===== config.mk =====
export PLATFORM = sky130hd
export DESIGN_NAME = preemptive_priority_task_scheduler
export DESIGN_NICKNAME = d
export VERILOG_FILES = /design/src/ppts_pkg.sv /design/src/ppts_core.sv /design/src/ppts_outq.sv /design/src/preemptive_priority_task_scheduler.sv
export VERILOG_INCLUDE_DIRS = /design/src /design/src/src
export SDC_FILE = /design/constraint.sdc
export NUM_CORES = 2
export LEC_CHECK = 0
export BUFFER_PORTS_ARGS = -buffer_cell sky130_fd_sc_hd__buf_2
export CORE_ASPECT_RATIO = 2
export CORE_MARGIN = 5
export CORE_UTILIZATION = 65
export DETAILED_ROUTE_END_ITERATION = 10
export GPL_ROUTABILITY_DRIVEN = 1
export GPL_TIMING_DRIVEN = 0
export PLACE_DENSITY = 0.82
export SYNTH_ARGS = -nofsm -noshare
export SYNTH_HDL_FRONTEND = slang
export SYNTH_SLANG_ARGS = --single-unit

===== constraint.sdc =====
create_clock -name clk_i -period 11.12 [get_ports clk_i]
set_input_delay 0.556 -clock clk_i [delete_from_list [all_inputs] [get_ports clk_i]]
set_output_delay 0.556 -clock clk_i [all_outputs]
set_load 0.02 [all_outputs]

===== src/preemptive_priority_task_scheduler_defines.svh =====
// Assertion macros shared by the scheduler modules.
`ifndef PREEMPTIVE_PRIORITY_TASK_SCHEDULER_DEFINES_SVH
`define PREEMPTIVE_PRIORITY_TASK_SCHEDULER_DEFINES_SVH

// Checks a property on every rising clock edge outside reset.
`define PPTS_ASSERT(lbl, prop) \
  lbl: assert property (@(posedge clk_i) disable iff (!rst_ni) (prop)) \
    else $error("Scheduler assertion failed.");

// Checks that a condition implies a consequence in the same cycle.
`define PPTS_ASSERT_IMPL(lbl, ante, cons) \
  lbl: assert property (@(posedge clk_i) disable iff (!rst_ni) (ante) |-> (cons)) \
    else $error("Scheduler assertion failed.");

`endif


===== src/ppts_pkg.sv =====
// Types, constants and codes shared by the scheduler modules.
package ppts_pkg;

  localparam int READY_DEPTH   = 16;
  localparam int PAUSED_DEPTH  = 16;
  localparam int ID_BITS       = 16;
  localparam int PRIORITY_BITS = 8;

  localparam int MODE_W = 3;
  localparam int FPRI_W = 8;
  localparam int FID_W  = 16;
  localparam int ACT_W  = 3;

  localparam int RIDX_W = (READY_DEPTH > 1) ? $clog2(READY_DEPTH) : 1;
  localparam int PIDX_W = (PAUSED_DEPTH > 1) ? $clog2(PAUSED_DEPTH) : 1;
  localparam int RCNT_W = $clog2(READY_DEPTH + 1);
  localparam int PCNT_W = $clog2(PAUSED_DEPTH + 1);
  localparam int J_W    = (RCNT_W > PCNT_W) ? RCNT_W : PCNT_W;
  localparam int SUM_W  = J_W + 1;
  localparam int SCAN_N = (READY_DEPTH > PAUSED_DEPTH) ? READY_DEPTH : PAUSED_DEPTH;
  localparam int SCAN_W = $clog2(SCAN_N + 1);

  localparam int RES_DEPTH = READY_DEPTH + 2;
  localparam int RES_IDX_W = $clog2(RES_DEPTH + 1);

  typedef enum logic [MODE_W-1:0] {
    MODE_PUSH   = 3'd0,
    MODE_FINISH = 3'd1,
    MODE_PAUSE  = 3'd2,
    MODE_RESUME = 3'd3,
    MODE_CANCEL = 3'd4
  } mode_e;

  typedef enum logic [ACT_W-1:0] {
    ACT_DONE   = 3'd0,
    ACT_RESUME = 3'd1,
    ACT_PAUSE  = 3'd2,
    ACT_STOP   = 3'd3,
    ACT_IDLE   = 3'd4,
    ACT_REJECT = 3'd5
  } action_e;

  typedef struct packed {
    logic [ID_BITS-1:0]              id;
    logic signed [PRIORITY_BITS-1:0] pri;
    logic                            pmark;
    logic                            cmark;
  } entry_t;

  typedef struct packed {
    logic               we;
    action_e            action;
    logic [ID_BITS-1:0] target;
  } res_t;

  typedef struct packed {
    logic               valid;
    logic               reject;
    logic [ID_BITS-1:0] reject_id;
    logic [ID_BITS-1:0] new_id;
    logic               active_valid;
    logic [ID_BITS-1:0] active_id;
  } fin_t;

endpackage


===== src/ppts_core.sv =====
// Command sequencer with the ready and paused task memories.
`include "preemptive_priority_task_scheduler_defines.svh"
module ppts_core (
  input  logic                 clk_i,
  input  logic                 rst_ni,
  input  logic                 cmd_valid_i,
  output logic                 cmd_stall_o,
  input  logic [2:0]           mode_i,
  input  logic [7:0]           priority_req_i,
  input  logic [15:0]          task_id_i,
  input  logic                 outq_busy_i,
  output ppts_pkg::res_t       res_o,
  output ppts_pkg::fin_t       fin_o
);

  localparam int RD     = ppts_pkg::READY_DEPTH;
  localparam int PD     = ppts_pkg::PAUSED_DEPTH;
  localparam int IDB    = ppts_pkg::ID_BITS;
  localparam int PRB    = ppts_pkg::PRIORITY_BITS;
  localparam int RIDX_W = ppts_pkg::RIDX_W;
  localparam int PIDX_W = ppts_pkg::PIDX_W;
  localparam int RCNT_W = ppts_pkg::RCNT_W;
  localparam int PCNT_W = ppts_pkg::PCNT_W;
  localparam int J_W    = ppts_pkg::J_W;
  localparam int SUM_W  = ppts_pkg::SUM_W;
  localparam int SCAN_N = ppts_pkg::SCAN_N;
  localparam int SCAN_W = ppts_pkg::SCAN_W;

  typedef enum logic [12:0] {
    S_IDLE   = 13'b0000000000001,
    S_SCAN   = 13'b0000000000010,
    S_DECIDE = 13'b0000000000100,
    S_SCHED  = 13'b0000000001000,
    S_START  = 13'b0000000010000,
    S_INS_RD = 13'b0000000100000,
    S_INS_WT = 13'b0000001000000,
    S_RM_RD  = 13'b0000010000000,
    S_RM_WT  = 13'b0000100000000,
    S_POP_RD = 13'b0001000000000,
    S_POP_WT = 13'b0010000000000,
    S_FIN    = 13'b0100000000000,
    S_WAIT   = 13'b1000000000000
  } state_e;

  ppts_pkg::entry_t ready_mem [RD];
  ppts_pkg::entry_t paused_mem [PD];

  state_e state_q, state_d;
  logic [RCNT_W-1:0] rc_q, rc_d;
  logic [PCNT_W-1:0] pc_q, pc_d;
  ppts_pkg::entry_t act_q, act_d;
  logic act_vld_q, act_vld_d;
  logic [IDB-1:0] nid_q, nid_d;
  logic [ppts_pkg::MODE_W-1:0] mode_q, mode_d;
  logic signed [PRB-1:0] pri_q, pri_d;
  logic [IDB-1:0] id_q, id_d;
  ppts_pkg::entry_t t_q, t_d;
  logic [J_W-1:0] j_q, j_d;
  logic rm_sel_q, rm_sel_d;
  logic rm_sched_q, rm_sched_d;
  logic [IDB-1:0] newid_q, newid_d;
  logic reject_q, reject_d;
  logic [IDB-1:0] rej_id_q, rej_id_d;
  logic [SCAN_W-1:0] scan_addr_q, scan_addr_d;
  logic [SCAN_W-1:0] scan_idx_q, scan_idx_d;
  logic scan_vld_q, scan_vld_d;
  logic ri_found_q, ri_found_d;
  logic [RIDX_W-1:0] ri_q, ri_d;
  ppts_pkg::entry_t cap_r_q, cap_r_d;
  logic pi_found_q, pi_found_d;
  logic [PIDX_W-1:0] pi_q, pi_d;
  ppts_pkg::entry_t cap_p_q, cap_p_d;
  logic [RCNT_W-1:0] mt_q, mt_d;

  logic r_re, r_we, p_re, p_we;
  logic [RIDX_W-1:0] r_raddr, r_waddr;
  logic [PIDX_W-1:0] p_raddr, p_waddr;
  ppts_pkg::entry_t r_wdata, p_wdata, r_rdata_q, p_rdata_q, rm_rdata, tmp_e;
  logic is_act, ready_full, cancel;
  logic [J_W-1:0] rm_n;

  always_ff @(posedge clk_i) begin
    if (r_we) begin
      ready_mem[r_waddr] <= r_wdata;
    end
    if (r_re) begin
      r_rdata_q <= ready_mem[r_raddr];
    end
  end

  always_ff @(posedge clk_i) begin
    if (p_we) begin
      paused_mem[p_waddr] <= p_wdata;
    end
    if (p_re) begin
      p_rdata_q <= paused_mem[p_raddr];
    end
  end

  assign cmd_stall_o = (state_q != S_IDLE);
  assign is_act      = act_vld_q && (act_q.id == id_q);
  assign ready_full  = act_vld_q && (rc_q == RCNT_W'(RD));
  assign cancel      = (mode_q == ppts_pkg::MODE_CANCEL);
  assign rm_n        = rm_sel_q ? J_W'(pc_q) : J_W'(rc_q);
  assign rm_rdata    = rm_sel_q ? p_rdata_q : r_rdata_q;

  always_comb begin
    state_d = state_q;  rc_d = rc_q;  pc_d = pc_q;  act_d = act_q;
    act_vld_d = act_vld_q;  nid_d = nid_q;  mode_d = mode_q;  pri_d = pri_q;
    id_d = id_q;  t_d = t_q;  j_d = j_q;  rm_sel_d = rm_sel_q;
    rm_sched_d = rm_sched_q;  newid_d = newid_q;  reject_d = reject_q;
    rej_id_d = rej_id_q;  scan_addr_d = scan_addr_q;  scan_idx_d = scan_idx_q;
    scan_vld_d = scan_vld_q;  ri_found_d = ri_found_q;  ri_d = ri_q;
    cap_r_d = cap_r_q;  pi_found_d = pi_found_q;  pi_d = pi_q;
    cap_p_d = cap_p_q;  mt_d = mt_q;
    r_re = 1'b0;  r_raddr = '0;  r_we = 1'b0;  r_waddr = '0;  r_wdata = t_q;
    p_re = 1'b0;  p_raddr = '0;  p_we = 1'b0;  p_waddr = '0;  p_wdata = t_q;
    tmp_e = t_q;
    res_o = '0;
    fin_o = '0;
    unique case (state_q)
      S_IDLE: begin
        if (cmd_valid_i) begin
          mode_d      = mode_i;
          pri_d       = PRB'($signed(priority_req_i));
          id_d        = IDB'(task_id_i);
          newid_d     = '0;
          reject_d    = 1'b0;
          rej_id_d    = '0;
          scan_addr_d = '0;
          scan_vld_d  = 1'b0;
          ri_found_d  = 1'b0;
          pi_found_d  = 1'b0;
          mt_d        = '0;
          state_d     = S_SCAN;
        end
      end
      S_SCAN: begin
        if (scan_addr_q < SCAN_W'(SCAN_N)) begin
          if (scan_addr_q < SCAN_W'(RD)) begin
            r_re    = 1'b1;
            r_raddr = RIDX_W'(scan_addr_q);
          end
          if (scan_addr_q < SCAN_W'(PD)) begin
            p_re    = 1'b1;
            p_raddr = PIDX_W'(scan_addr_q);
          end
          scan_addr_d = scan_addr_q + SCAN_W'(1);
          scan_idx_d  = scan_addr_q;
          scan_vld_d  = 1'b1;
        end else begin
          scan_vld_d = 1'b0;
        end
        if (scan_vld_q) begin
          if (scan_idx_q < SCAN_W'(rc_q)) begin
            if (!ri_found_q && (r_rdata_q.id == id_q)) begin
              ri_found_d = 1'b1;
              ri_d       = RIDX_W'(scan_idx_q);
              cap_r_d    = r_rdata_q;
            end
            mt_d = r_rdata_q.pmark ? (mt_q + RCNT_W'(1)) : '0;
          end
          if (scan_idx_q < SCAN_W'(pc_q)) begin
            if (!pi_found_q && (p_rdata_q.id == id_q)) begin
              pi_found_d = 1'b1;
              pi_d       = PIDX_W'(scan_idx_q);
              cap_p_d    = p_rdata_q;
            end
          end
          if (scan_idx_q == SCAN_W'(SCAN_N - 1)) begin
            state_d = S_DECIDE;
          end
        end
      end
      S_DECIDE: begin
        state_d = S_FIN;
        if (mode_q == ppts_pkg::MODE_PUSH) begin
          if (ready_full) begin
            reject_d = 1'b1;
          end else begin
            t_d     = '{id: nid_q, pri: pri_q, pmark: 1'b0, cmark: 1'b0};
            newid_d = nid_q;
            nid_d   = nid_q + IDB'(1);
            state_d = S_SCHED;
          end
        end else if (mode_q == ppts_pkg::MODE_FINISH) begin
          if (is_act) begin
            if ((SUM_W'(mt_q) + SUM_W'(pc_q)) > SUM_W'(PD)) begin
              reject_d = 1'b1;
              rej_id_d = id_q;
            end else begin
              act_vld_d = 1'b0;
              state_d   = S_POP_RD;
            end
          end else if (ri_found_q) begin
            rm_sel_d   = 1'b0;
            rm_sched_d = 1'b0;
            j_d        = J_W'(ri_q);
            state_d    = S_RM_RD;
          end
        end else if (mode_q == ppts_pkg::MODE_PAUSE) begin
          if (is_act) begin
            if ((SUM_W'(mt_q) + SUM_W'(pc_q) + SUM_W'(1)) > SUM_W'(PD)) begin
              reject_d = 1'b1;
              rej_id_d = id_q;
            end else begin
              res_o       = '{we: 1'b1, action: ppts_pkg::ACT_PAUSE, target: act_q.id};
              tmp_e       = act_q;
              tmp_e.pmark = 1'b0;
              p_we        = 1'b1;
              p_waddr     = PIDX_W'(pc_q);
              p_wdata     = tmp_e;
              pc_d        = pc_q + PCNT_W'(1);
              act_vld_d   = 1'b0;
              state_d     = S_POP_RD;
            end
          end else if (ri_found_q) begin
            tmp_e       = cap_r_q;
            tmp_e.pmark = 1'b1;
            r_we        = 1'b1;
            r_waddr     = ri_q;
            r_wdata     = tmp_e;
          end else if (pi_found_q) begin
            tmp_e       = cap_p_q;
            tmp_e.pmark = 1'b1;
            p_we        = 1'b1;
            p_waddr     = pi_q;
            p_wdata     = tmp_e;
          end
        end else if ((mode_q == ppts_pkg::MODE_RESUME) || cancel) begin
          if (cancel && is_act) begin
            res_o = '{we: 1'b1, action: ppts_pkg::ACT_STOP, target: act_q.id};
          end else if (ri_found_q) begin
            if (cancel) begin
              tmp_e       = cap_r_q;
              tmp_e.cmark = 1'b1;
              r_we        = 1'b1;
              r_waddr     = ri_q;
              r_wdata     = tmp_e;
            end
          end else if (pi_found_q) begin
            if (ready_full) begin
              reject_d = 1'b1;
              rej_id_d = id_q;
            end else begin
              tmp_e       = cap_p_q;
              tmp_e.cmark = cap_p_q.cmark | cancel;
              t_d         = tmp_e;
              rm_sel_d    = 1'b1;
              rm_sched_d  = 1'b1;
              j_d         = J_W'(pi_q);
              state_d     = S_RM_RD;
            end
          end
        end
      end
      S_SCHED: begin
        if (!act_vld_q) begin
          act_d     = t_q;
          act_vld_d = 1'b1;
          state_d   = S_START;
        end else if ($signed(act_q.pri) < $signed(t_q.pri)) begin
          res_o       = '{we: 1'b1, action: ppts_pkg::ACT_PAUSE, target: act_q.id};
          tmp_e       = act_q;
          tmp_e.pmark = 1'b0;
          r_we        = 1'b1;
          r_waddr     = RIDX_W'(rc_q);
          r_wdata     = tmp_e;
          rc_d        = rc_q + RCNT_W'(1);
          act_d       = t_q;
          state_d     = S_START;
        end else begin
          j_d     = J_W'(rc_q);
          state_d = S_INS_RD;
        end
      end
      S_START: begin
        res_o   = '{we: 1'b1,
                    action: act_q.cmark ? ppts_pkg::ACT_STOP : ppts_pkg::ACT_RESUME,
                    target: act_q.id};
        state_d = S_FIN;
      end
      S_INS_RD: begin
        if (j_q == '0) begin
          r_we    = 1'b1;
          r_waddr = '0;
          r_wdata = t_q;
          rc_d    = rc_q + RCNT_W'(1);
          state_d = S_FIN;
        end else begin
          r_re    = 1'b1;
          r_raddr = RIDX_W'(j_q - J_W'(1));
          state_d = S_INS_WT;
        end
      end
      S_INS_WT: begin
        r_we    = 1'b1;
        r_waddr = RIDX_W'(j_q);
        if ($signed(r_rdata_q.pri) >= $signed(t_q.pri)) begin
          r_wdata = r_rdata_q;
          j_d     = j_q - J_W'(1);
          state_d = S_INS_RD;
        end else begin
          r_wdata = t_q;
          rc_d    = rc_q + RCNT_W'(1);
          state_d = S_FIN;
        end
      end
      S_RM_RD: begin
        if ((j_q + J_W'(1)) < rm_n) begin
          r_re    = !rm_sel_q;
          p_re    = rm_sel_q;
          r_raddr = RIDX_W'(j_q + J_W'(1));
          p_raddr = PIDX_W'(j_q + J_W'(1));
          state_d = S_RM_WT;
        end else begin
          if (rm_sel_q) begin
            pc_d = pc_q - PCNT_W'(1);
          end else begin
            rc_d = rc_q - RCNT_W'(1);
          end
          state_d = rm_sched_q ? S_SCHED : S_FIN;
        end
      end
      S_RM_WT: begin
        r_we    = !rm_sel_q;
        p_we    = rm_sel_q;
        r_waddr = RIDX_W'(j_q);
        p_waddr = PIDX_W'(j_q);
        r_wdata = rm_rdata;
        p_wdata = rm_rdata;
        j_d     = j_q + J_W'(1);
        state_d = S_RM_RD;
      end
      S_POP_RD: begin
        if (rc_q != '0) begin
          r_re    = 1'b1;
          r_raddr = RIDX_W'(rc_q - RCNT_W'(1));
          state_d = S_POP_WT;
        end else begin
          if (pc_q == '0) begin
            res_o = '{we: 1'b1, action: ppts_pkg::ACT_IDLE, target: '0};
          end
          state_d = S_FIN;
        end
      end
      S_POP_WT: begin
        rc_d = rc_q - RCNT_W'(1);
        if (r_rdata_q.pmark && (pc_q < PCNT_W'(PD))) begin
          res_o       = '{we: 1'b1, action: ppts_pkg::ACT_PAUSE, target: r_rdata_q.id};
          tmp_e       = r_rdata_q;
          tmp_e.pmark = 1'b0;
          p_we        = 1'b1;
          p_waddr     = PIDX_W'(pc_q);
          p_wdata     = tmp_e;
          pc_d        = pc_q + PCNT_W'(1);
          state_d     = S_POP_RD;
        end else begin
          act_d     = r_rdata_q;
          act_vld_d = 1'b1;
          state_d   = S_START;
        end
      end
      S_FIN: begin
        fin_o.valid        = 1'b1;
        fin_o.reject       = reject_q;
        fin_o.reject_id    = rej_id_q;
        fin_o.new_id       = reject_q ? '0 : newid_q;
        fin_o.active_valid = act_vld_q;
        fin_o.active_id    = act_vld_q ? act_q.id : '0;
        state_d            = S_WAIT;
      end
      S_WAIT: begin
        if (!outq_busy_i) begin
          state_d = S_IDLE;
        end
      end
      default: begin
        state_d = S_IDLE;
      end
    endcase
  end

  always_ff @(posedge clk_i or negedge rst_ni) begin
    if (!rst_ni) begin
      state_q    <= S_IDLE;
      rc_q       <= '0;
      pc_q       <= '0;
      act_q      <= '0;
      act_vld_q  <= 1'b0;
      nid_q      <= '0;
      scan_vld_q <= 1'b0;
    end else begin
      state_q    <= state_d;
      rc_q       <= rc_d;
      pc_q       <= pc_d;
      act_q      <= act_d;
      act_vld_q  <= act_vld_d;
      nid_q      <= nid_d;
      scan_vld_q <= scan_vld_d;
    end
  end

  always_ff @(posedge clk_i) begin
    mode_q      <= mode_d;
    pri_q       <= pri_d;
    id_q        <= id_d;
    t_q         <= t_d;
    j_q         <= j_d;
    rm_sel_q    <= rm_sel_d;
    rm_sched_q  <= rm_sched_d;
    newid_q     <= newid_d;
    reject_q    <= reject_d;
    rej_id_q    <= rej_id_d;
    scan_addr_q <= scan_addr_d;
    scan_idx_q  <= scan_idx_d;
    ri_found_q  <= ri_found_d;
    ri_q        <= ri_d;
    cap_r_q     <= cap_r_d;
    pi_found_q  <= pi_found_d;
    pi_q        <= pi_d;
    cap_p_q     <= cap_p_d;
    mt_q        <= mt_d;
  end

  `PPTS_ASSERT(a_ready_count_bound, rc_q <= RCNT_W'(RD))
  `PPTS_ASSERT(a_paused_count_bound, pc_q <= PCNT_W'(PD))
  `PPTS_ASSERT_IMPL(a_idle_no_write, state_q == S_IDLE, !r_we && !p_we && !res_o.we)

endmodule


===== src/ppts_outq.sv =====
// Result buffer and output register that replays a command's results.
`include "preemptive_priority_task_scheduler_defines.svh"
module ppts_outq (
  input  logic           clk_i,
  input  logic           rst_ni,
  input  ppts_pkg::res_t res_i,
  input  ppts_pkg::fin_t fin_i,
  output logic           busy_o,
  output logic           out_valid_o,
  input  logic           out_stall_i,
  output logic [2:0]     action_o,
  output logic [15:0]    target_id_o,
  output logic [15:0]    new_id_o,
  output logic           active_valid_o,
  output logic [15:0]    active_id_o,
  output logic           last_o
);

  localparam int RDEP  = ppts_pkg::RES_DEPTH;
  localparam int RIW   = ppts_pkg::RES_IDX_W;
  localparam int FW    = ppts_pkg::FID_W;
  localparam int IDB   = ppts_pkg::ID_BITS;
  localparam int BUFW  = (RDEP > 1) ? $clog2(RDEP) : 1;

  ppts_pkg::res_t buf_mem [RDEP];
  logic [RIW-1:0] cnt_q, cnt_d;
  logic [RIW-1:0] eidx_q, eidx_d;
  logic busy_q, busy_d;
  ppts_pkg::fin_t fin_q, fin_d;
  logic ov_q, ov_d;
  ppts_pkg::action_e oact_q, oact_d;
  logic [IDB-1:0] otgt_q, otgt_d;
  logic olast_q, olast_d;
  logic [IDB-1:0] onew_q, onew_d;
  logic oav_q, oav_d;
  logic [IDB-1:0] oaid_q, oaid_d;
  ppts_pkg::res_t rd_e;

  assign rd_e = buf_mem[BUFW'(eidx_q)];

  always_ff @(posedge clk_i) begin
    if (res_i.we) begin
      buf_mem[BUFW'(cnt_q)] <= res_i;
    end
  end

  always_comb begin
    cnt_d   = cnt_q;
    eidx_d  = eidx_q;
    busy_d  = busy_q;
    fin_d   = fin_q;
    ov_d    = ov_q;
    oact_d  = oact_q;
    otgt_d  = otgt_q;
    olast_d = olast_q;
    onew_d  = onew_q;
    oav_d   = oav_q;
    oaid_d  = oaid_q;
    if (res_i.we) begin
      cnt_d = cnt_q + RIW'(1);
    end
    if (ov_q && !out_valid_o) begin
      ov_d = 1'b0;
    end
    if (ov_q && !out_stall_i) begin
      ov_d = 1'b0;
    end
    if (fin_i.valid) begin
      fin_d  = fin_i;
      busy_d = 1'b1;
      eidx_d = '0;
      if (fin_i.reject) begin
        cnt_d = '0;
      end
    end else if (busy_q && (!ov_q || !out_stall_i)) begin
      ov_d   = 1'b1;
      onew_d = fin_q.new_id;
      oav_d  = fin_q.active_valid;
      oaid_d = fin_q.active_id;
      if (eidx_q < cnt_q) begin
        oact_d  = rd_e.action;
        otgt_d  = rd_e.target;
        olast_d = 1'b0;
        eidx_d  = eidx_q + RIW'(1);
      end else begin
        oact_d  = fin_q.reject ? ppts_pkg::ACT_REJECT : ppts_pkg::ACT_DONE;
        otgt_d  = fin_q.reject ? fin_q.reject_id : '0;
        olast_d = 1'b1;
        busy_d  = 1'b0;
        cnt_d   = '0;
      end
    end
  end

  always_ff @(posedge clk_i or negedge rst_ni) begin
    if (!rst_ni) begin
      cnt_q  <= '0;
      busy_q <= 1'b0;
      ov_q   <= 1'b0;
    end else begin
      cnt_q  <= cnt_d;
      busy_q <= busy_d;
      ov_q   <= ov_d;
    end
  end

  always_ff @(posedge clk_i) begin
    eidx_q  <= eidx_d;
    fin_q   <= fin_d;
    oact_q  <= oact_d;
    otgt_q  <= otgt_d;
    olast_q <= olast_d;
    onew_q  <= onew_d;
    oav_q   <= oav_d;
    oaid_q  <= oaid_d;
  end

  assign busy_o         = busy_q;
  assign out_valid_o    = ov_q;
  assign action_o       = oact_q;
  assign target_id_o    = FW'(otgt_q);
  assign new_id_o       = FW'(onew_q);
  assign active_valid_o = oav_q;
  assign active_id_o    = FW'(oaid_q);
  assign last_o         = olast_q;

  `PPTS_ASSERT_IMPL(a_write_fits, res_i.we, cnt_q < RIW'(RDEP))
  `PPTS_ASSERT_IMPL(a_fin_when_free, fin_i.valid, !busy_q)
  `PPTS_ASSERT_IMPL(a_no_write_replay, busy_q, !res_i.we)

endmodule


===== src/preemptive_priority_task_scheduler.sv =====
// Preemptive priority task scheduler: one active task, a priority-sorted ready
// store and a paused store, both held in synchronous-read memories with separate read and write addresses.
// Each command is taken only when in_stall_o is low; it first sweeps both
// memories in parallel, then carries out the command, moving one entry at a
// time through a read and a write state for a sorted insert or a removal and
// popping tasks from the ready store one by one. Its results, each carrying
// the active task as it stands after the command, are then replayed through
// an output register, the last one marked by last_o; the next command may
// enter while that final transaction still waits to be taken.
module preemptive_priority_task_scheduler (
  input  logic        clk_i,
  input  logic        rst_ni,
  input  logic        in_valid_i,
  output logic        in_stall_o,
  input  logic [2:0]  mode_i,
  input  logic [7:0]  priority_req_i,
  input  logic [15:0] task_id_i,
  output logic        out_valid_o,
  input  logic        out_stall_i,
  output logic [2:0]  action_o,
  output logic [15:0] target_id_o,
  output logic [15:0] new_id_o,
  output logic        active_valid_o,
  output logic [15:0] active_id_o,
  output logic        last_o
);

  ppts_pkg::res_t res;
  ppts_pkg::fin_t fin;
  logic           outq_busy;

  ppts_core u_core (
    .clk_i          (clk_i),
    .rst_ni         (rst_ni),
    .cmd_valid_i    (in_valid_i),
    .cmd_stall_o    (in_stall_o),
    .mode_i         (mode_i),
    .priority_req_i (priority_req_i),
    .task_id_i      (task_id_i),
    .outq_busy_i    (outq_busy),
    .res_o          (res),
    .fin_o          (fin)
  );

  ppts_outq u_outq (
    .clk_i          (clk_i),
    .rst_ni         (rst_ni),
    .res_i          (res),
    .fin_i          (fin),
    .busy_o         (outq_busy),
    .out_valid_o    (out_valid_o),
    .out_stall_i    (out_stall_i),
    .action_o       (action_o),
    .target_id_o    (target_id_o),
    .new_id_o       (new_id_o),
    .active_valid_o (active_valid_o),
    .active_id_o    (active_id_o),
    .last_o         (last_o)
  );

endmodule


# == After elaboration in Yosys (flattened, before gate mapping) ==
# Memory sizes are Yosys's and may differ from the RTL's. A register that Yosys moved wholly into a read port is not among the register bits.
# Index checks and enable logic that the tools add are counted.
# word_totals
output_inout_bits,55
wordCells,486
register_bits,350
input_bits,31
ram_bits,1192
memories,3
# classes
bitwise_logic,5
n_lt_le_gt_ge,10
mux,256
n_reduce_logical,58
add_sub_neg,13
n_eq_ne,90
# mem_list
name,words,width,rd,rd_clocked_by_memory_dff,wr,line,text
u_core.paused_mem,16,26,1,1,1,ppts_core.sv:46,ppts_pkg::entry_t paused_mem [PD];
u_core.ready_mem,16,26,1,1,1,ppts_core.sv:45,ppts_pkg::entry_t ready_mem [RD];
u_outq.buf_mem,18,20,1,1,1,ppts_outq.sv:25,ppts_pkg::res_t buf_mem [RDEP];
# op_table
cell,n
$mux 26,33
$mux 16,19
$mux 20,12
$mux 5,40
$mux 13,15
$pmux 13 s13,1
$mux 12,9
$pmux 26 s4,1
$pmux 20 s5,1
$mux 4,23
$pmux 26 s3,1
$mux 1,74
$pmux 16 s2,2
$pmux 26 s2,1
$mux 51,1
$eq 16x16->1,3
$ne 2x1->1 const B,22
$add 5x1->5 const B,7
$ne 2x2->1 const B,16
$pmux 5 s5,1
$pmux 4 s3,2
$lt 5x5->1,4
$pmux 5 s2,2
$pmux 5 s4,1
other kinds (71),141

# == Depth between registers and ports, before layout ==
# logic_depth
ltp_word,13
mapped_depth,17

# == Modules after synthesis ==
# A second synthesis with hierarchy kept.
# unflattened
cells_unflattened,4687
area_unflattened_um2,66129.7
# modules_own_cells
mod,seq_area_each_um2,area_each_um2,instances,cells_each
ppts_core,33273.2,48795.5,1,3795
ppts_outq,13738.2,17334.1,1,892

# == Least setup slack after synthesis ==
# No wires, ideal clock.
# synth_path
kind,reg2reg
from,reg u_core.state_q[5]
to,reg u_core.pi_found_q (enable)
arrival_ns,6.869
setup_time_ns,0.314
required_ns,10.806
path_slack_ns,3.937
synth_period_minus_slack_ns,7.183
n_path_buf,0
path_stages_with_launch,8
cell_sequence,dfrtp_1 > nor4_1 > and3_1 > nand3b_1 > inv_1 > nand2_1 > a2111oi_0 > or2_2
# synth_via
elab_chain_cells,3
word_cells_on_any_way,8
classes_between,6 x eq/ne; 2 x reduce/logical
# synth_rtl
element,line,text
start: declaration,ppts_core.sv:48,"state_e state_q, state_d;"
start signal: assignment,ppts_core.sv:394,state_q <= state_d;
$eq 13x2->1 / $eq 13x1->1 (equally long branches),ppts_core.sv:121,unique case (state_q)
$ne 2x1->1 (no line) (tied with other cells),n/a,
$reduce_and 5->1 (no line) *,n/a,
end signal: assignment,ppts_core.sv:420,pi_found_q <= pi_found_d;
end: declaration,ppts_core.sv:70,"logic pi_found_q, pi_found_d;"
# Every way passes the cells marked *; elsewhere a longest branch is shown, timed or not.
# A chain may end at the register's enable or synchronous reset.

# == Worst setup path after layout ==
# layout_path
from,reg u_core.t_q[4] (netlist bit)
to,mem u_core.ready_mem[8][8] (netlist bit) (enable)
# layout_via
elab_chain_cells,6
word_cells_on_any_way,9
classes_between,1 x order compare; 8 x mux
# layout_rtl
element,line,text
start: declaration,ppts_core.sv:57,"ppts_pkg::entry_t t_q, t_d;"
start signal: assignment,ppts_core.sv:408,t_q <= t_d;
$lt 8x8->1 *,ppts_core.sv:262,end else if ($signed(act_q.pri) < $signed(t_q.pri)) begin
$mux 1,ppts_core.sv:262,
$mux 1,ppts_core.sv:258,if (!act_vld_q) begin
$pmux 1 s5,ppts_core.sv:121,
$mux 1,ppts_core.sv:83,if (r_we) begin
$mux 1 (not written as such),ppts_core.sv:84,ready_mem[r_waddr] <= r_wdata;
end: declaration,ppts_core.sv:45,
# Marked as above.

==> flow_summary.json <==
{
  "status": "finished, violations left",
  "path_class": "register to register",
  "crit_required_ns": 11.52,
  "ys_warn_count": 0,
  "first_global_vias": 42000,
  "numCtsBuffers": 133,
  "fp.dieW_um": 234,
  "area_growth_pct": 12.6,
  "p_leak_nw": 27.9,
  "startpoint_type": "register",
  "final_common_cell": "edfxtp_1",
  "r2r_slack_ns": 4.65,
  "setup_viol": 0,
  "fp.coreArea_um2": 99900,
  "fin_area_um2": 73600,
  "htree_levels": 4,
  "clkSlewWorstSetupHoldPaths_ns": 0.07,
  "clk_latency_ns": 0.79,
  "hold_class": "input pin to register",
  "worst_pin_slew_ns": 1.65,
  "post-route-drc-count": 2,
  "fin_ws_ns": 4.65,
  "cts_max_path_buffers": 3,
  "synth-seq-area-share_pct": 71.9,
  "rr_worst_depth": 11,
  "synthFlopType": "edfxtp_1",
  "ys_types": 79,
  "place_hpwl_um": 132000,
  "holdWs_ns": 0.199,
  "utilization_pct": 73.7,
  "synth_area_um2": 65400,
  "reg2reg_to": "u_core.ready_mem[8][8]",
  "synth_edf_count": 1498,
  "maxSlewViolCount": 14,
  "slew_headroom_pct": -10.1,
  "rsz0062_at_grt": "no",
  "dieArea_um2": 107000,
  "crit_path_end_kind": "register",
  "layout.nets": 4554,
  "grt_overflow_total": 0,
  "ys_ff_latch": 1581,
  "mostFrequentLayoutCells": "1,498 x edfxtp_1, 457 x nand2_1, 396 x mux2i_1",
  "postSynth.asyncResetShare_pct": 4.62,
  "min_to": "u_outq.out_valid_o",
  "cts_tree": "built",
  "die_y_um": 459,
  "ios": 86,
  "powerDensity_nw_per_um2": 180,
  "cap_violations": 1,
  "min_path_cells": 3,
  "hold_start": "out_stall_i",
  "post-cts-setup-buffer-count": 0,
  "final-hold-violation-count": 0,
  "antenna_found_initial": 13,
  "track_usage_pct": 37.0,
  "clock-root-buffer": "clkbuf_16",
  "violations": "design-rule violations, max-capacitance violations, max-slew violations",
  "via_per_inst": 6.98,
  "fp-row-count": 164,
  "vdd_drop_max_mv": 0.199,
  "routed_wl_um": 199000,
  "max_freq_ghz": 0.155,
  "grt_pass1_wl_um": 283000,
  "cts_sinks": 1581,
  "drt_iter0_markers": 5502,
  "reg2reg_from": "u_core.t_q[4]",
  "start_util_pct": 65.5,
  "vias": 41200,
  "wire_per_inst_um": 33.7,
  "fin_crit_sh_pct": 58.2,
  "gp_congestion": 1.04,
  "grt_max_degree": 51,
  "avgSynthCellArea_um2": 15.8,
  "synth_cells": 4152,
  "place_area_um2": 68800,
  "syn-num-nets": 4237,
  "drive_gt1_share_pct": 13.6,
  "dp_slack_ns": 4.83,
  "drt-pass1-iter-count": 11,
  "arrival_ns": 6.87,
  "port_buffers": 85,
  "finalClockSkew_ns": 0.0429,
  "critPathMaxFanout": 26,
  "min_period_ns": 6.47,
  "detail-route-antenna-nets": 0
}
-- worst max-delay path, stage by stage (launching register included) --
cell	delay, ns
edfxtp_1	0.44
inv_1	0.13
ha_1	0.33
a21o_1	0.16
a31oi_1	0.30
o211ai_1	0.26
mux2i_1	0.37
and3_1	0.28
clkbuf_1	0.22
a222oi_1	1.41
nand4_1	1.09
nor2_4	1.06
-- metal layers --
metal | share of wire [%] | GRT usage (%)
met1 | 30 | 38.7
met2 | 50 | 62.2
met3 | 9.2 | 8.72
met4 | 11 | 31.1
met5 | 0.025 | 0
-- final cells by class --
type	count	area [um^2]
clock buffers	160	3470
inverters	78	293
fillers	5720	26300
plain buffers	217	906
well taps	1328	1660
repair buffers	182	1710
multi-input cells	2276	17600
diodes	6	15.0
clock inverters	82	1030
flip-flops and latches	1581	47000
-- registers in the layout, summed over array words and instances (netlist names), 8 cells and up, named ones only --
name and count:
u_core.p_rdata_q 26, u_outq.target_id_o 16, u_core.act_q 25, u_core.r_rdata_q 26, u_core.t_q 26, u_core.state_q 13
u_core.paused_mem 416, u_core.cap_r_q 26, u_core.ready_mem 416, u_core.rej_id_q 16, u_core.cap_p_q 26, u_core.pri_q 8
u_core.nid_q 16, u_core.newid_q 16, u_outq.fin_q 50, u_outq.active_id_o 16, u_outq.buf_mem 342, u_outq.new_id_o 16
u_core.id_q 16
-- cell families (layout without fill, tap and decap cells) --
kind of cell             count (synthesis)  after routing  share of synthesized area (%)
multiplexers                           542            542                           10.2
adder cells (fa/ha/maj)                 54             54                           1.06
AO/OA/AOI/OAI                          589            589                           6.60
flip-flops                            1581           1581                           71.9
other                                    0              6                              0
buffers and inverters                  295            719                           1.83
XOR/XNOR                                96             96                           1.29
AND/OR/NAND/NOR                        995            995                           7.17
-- worst max path at each step --
| stage | start | endpoint | depth (start not counted) |
|---|---|---|---|
| finish | u_core.t_q[4] | u_core.ready_mem[8][8] | 11 |
| global route | u_core.j_q[0] | u_core.p_rdata_q[20] | 16 |
| CTS | u_core.rm_sel_q | u_core.p_rdata_q[20] | 15 |
| global placement | u_core.state_q[5] | u_core.pi_found_q | 7 |
| floorplan | u_core.state_q[5] | u_core.pi_found_q | 7 |
| detailed placement | u_core.rm_sel_q | u_core.p_rdata_q[18] | 15 |
-- cells in the mapped netlist (all sizes together) (49+ instances only) --
cell	n	share of area [%]
inv	77	0.44
nor2	123	0.71
mux2i	396	6.1
nand3	132	1.0
nand2	458	2.6
buf	74	0.56
o211ai	73	0.84
ha	52	0.99
mux4	95	3.3
edfxtp	1498	69
o21ai	136	1.0
mux2	51	0.88
and2	73	0.70
xnor2	49	0.66
clkbuf	143	0.82
dfrtp	72	2.8
a222oi	50	0.76
-- power breakdown --
group | total (mW) | internal [mW] | switching (mW)
clock | 4.89 | 2.69 | 2.21
combinational | 1.58 | 0.566 | 1.02
sequential | 6.77 | 6.61 | 0.164
total | 13.3 | 9.86 | 3.39
-- through the flow --
| step | std cells | power [mW] | setup TNS [ns] |
|---|---|---|---|
| after global routing | 5908 | 13.6 | 0 |
| after detailed placement | 5629 | 8.39 | 0 |
| after global placement | 5565 | 8.33 | -22.32 |
| after floorplan | 4152 | 7.79 | 0 |
| final | 5910 | 13.3 | 0 |
| after CTS | 5900 | 13.2 | 0 |
-- repair_timing --
action / 4_1_cts / 5_1_grt
hold endpoints to repair: 62 / 0
hold buffers: 29 / 0
resized for setup: 0 / 0
No activity file was read; power rests on OpenSTA's default activity.
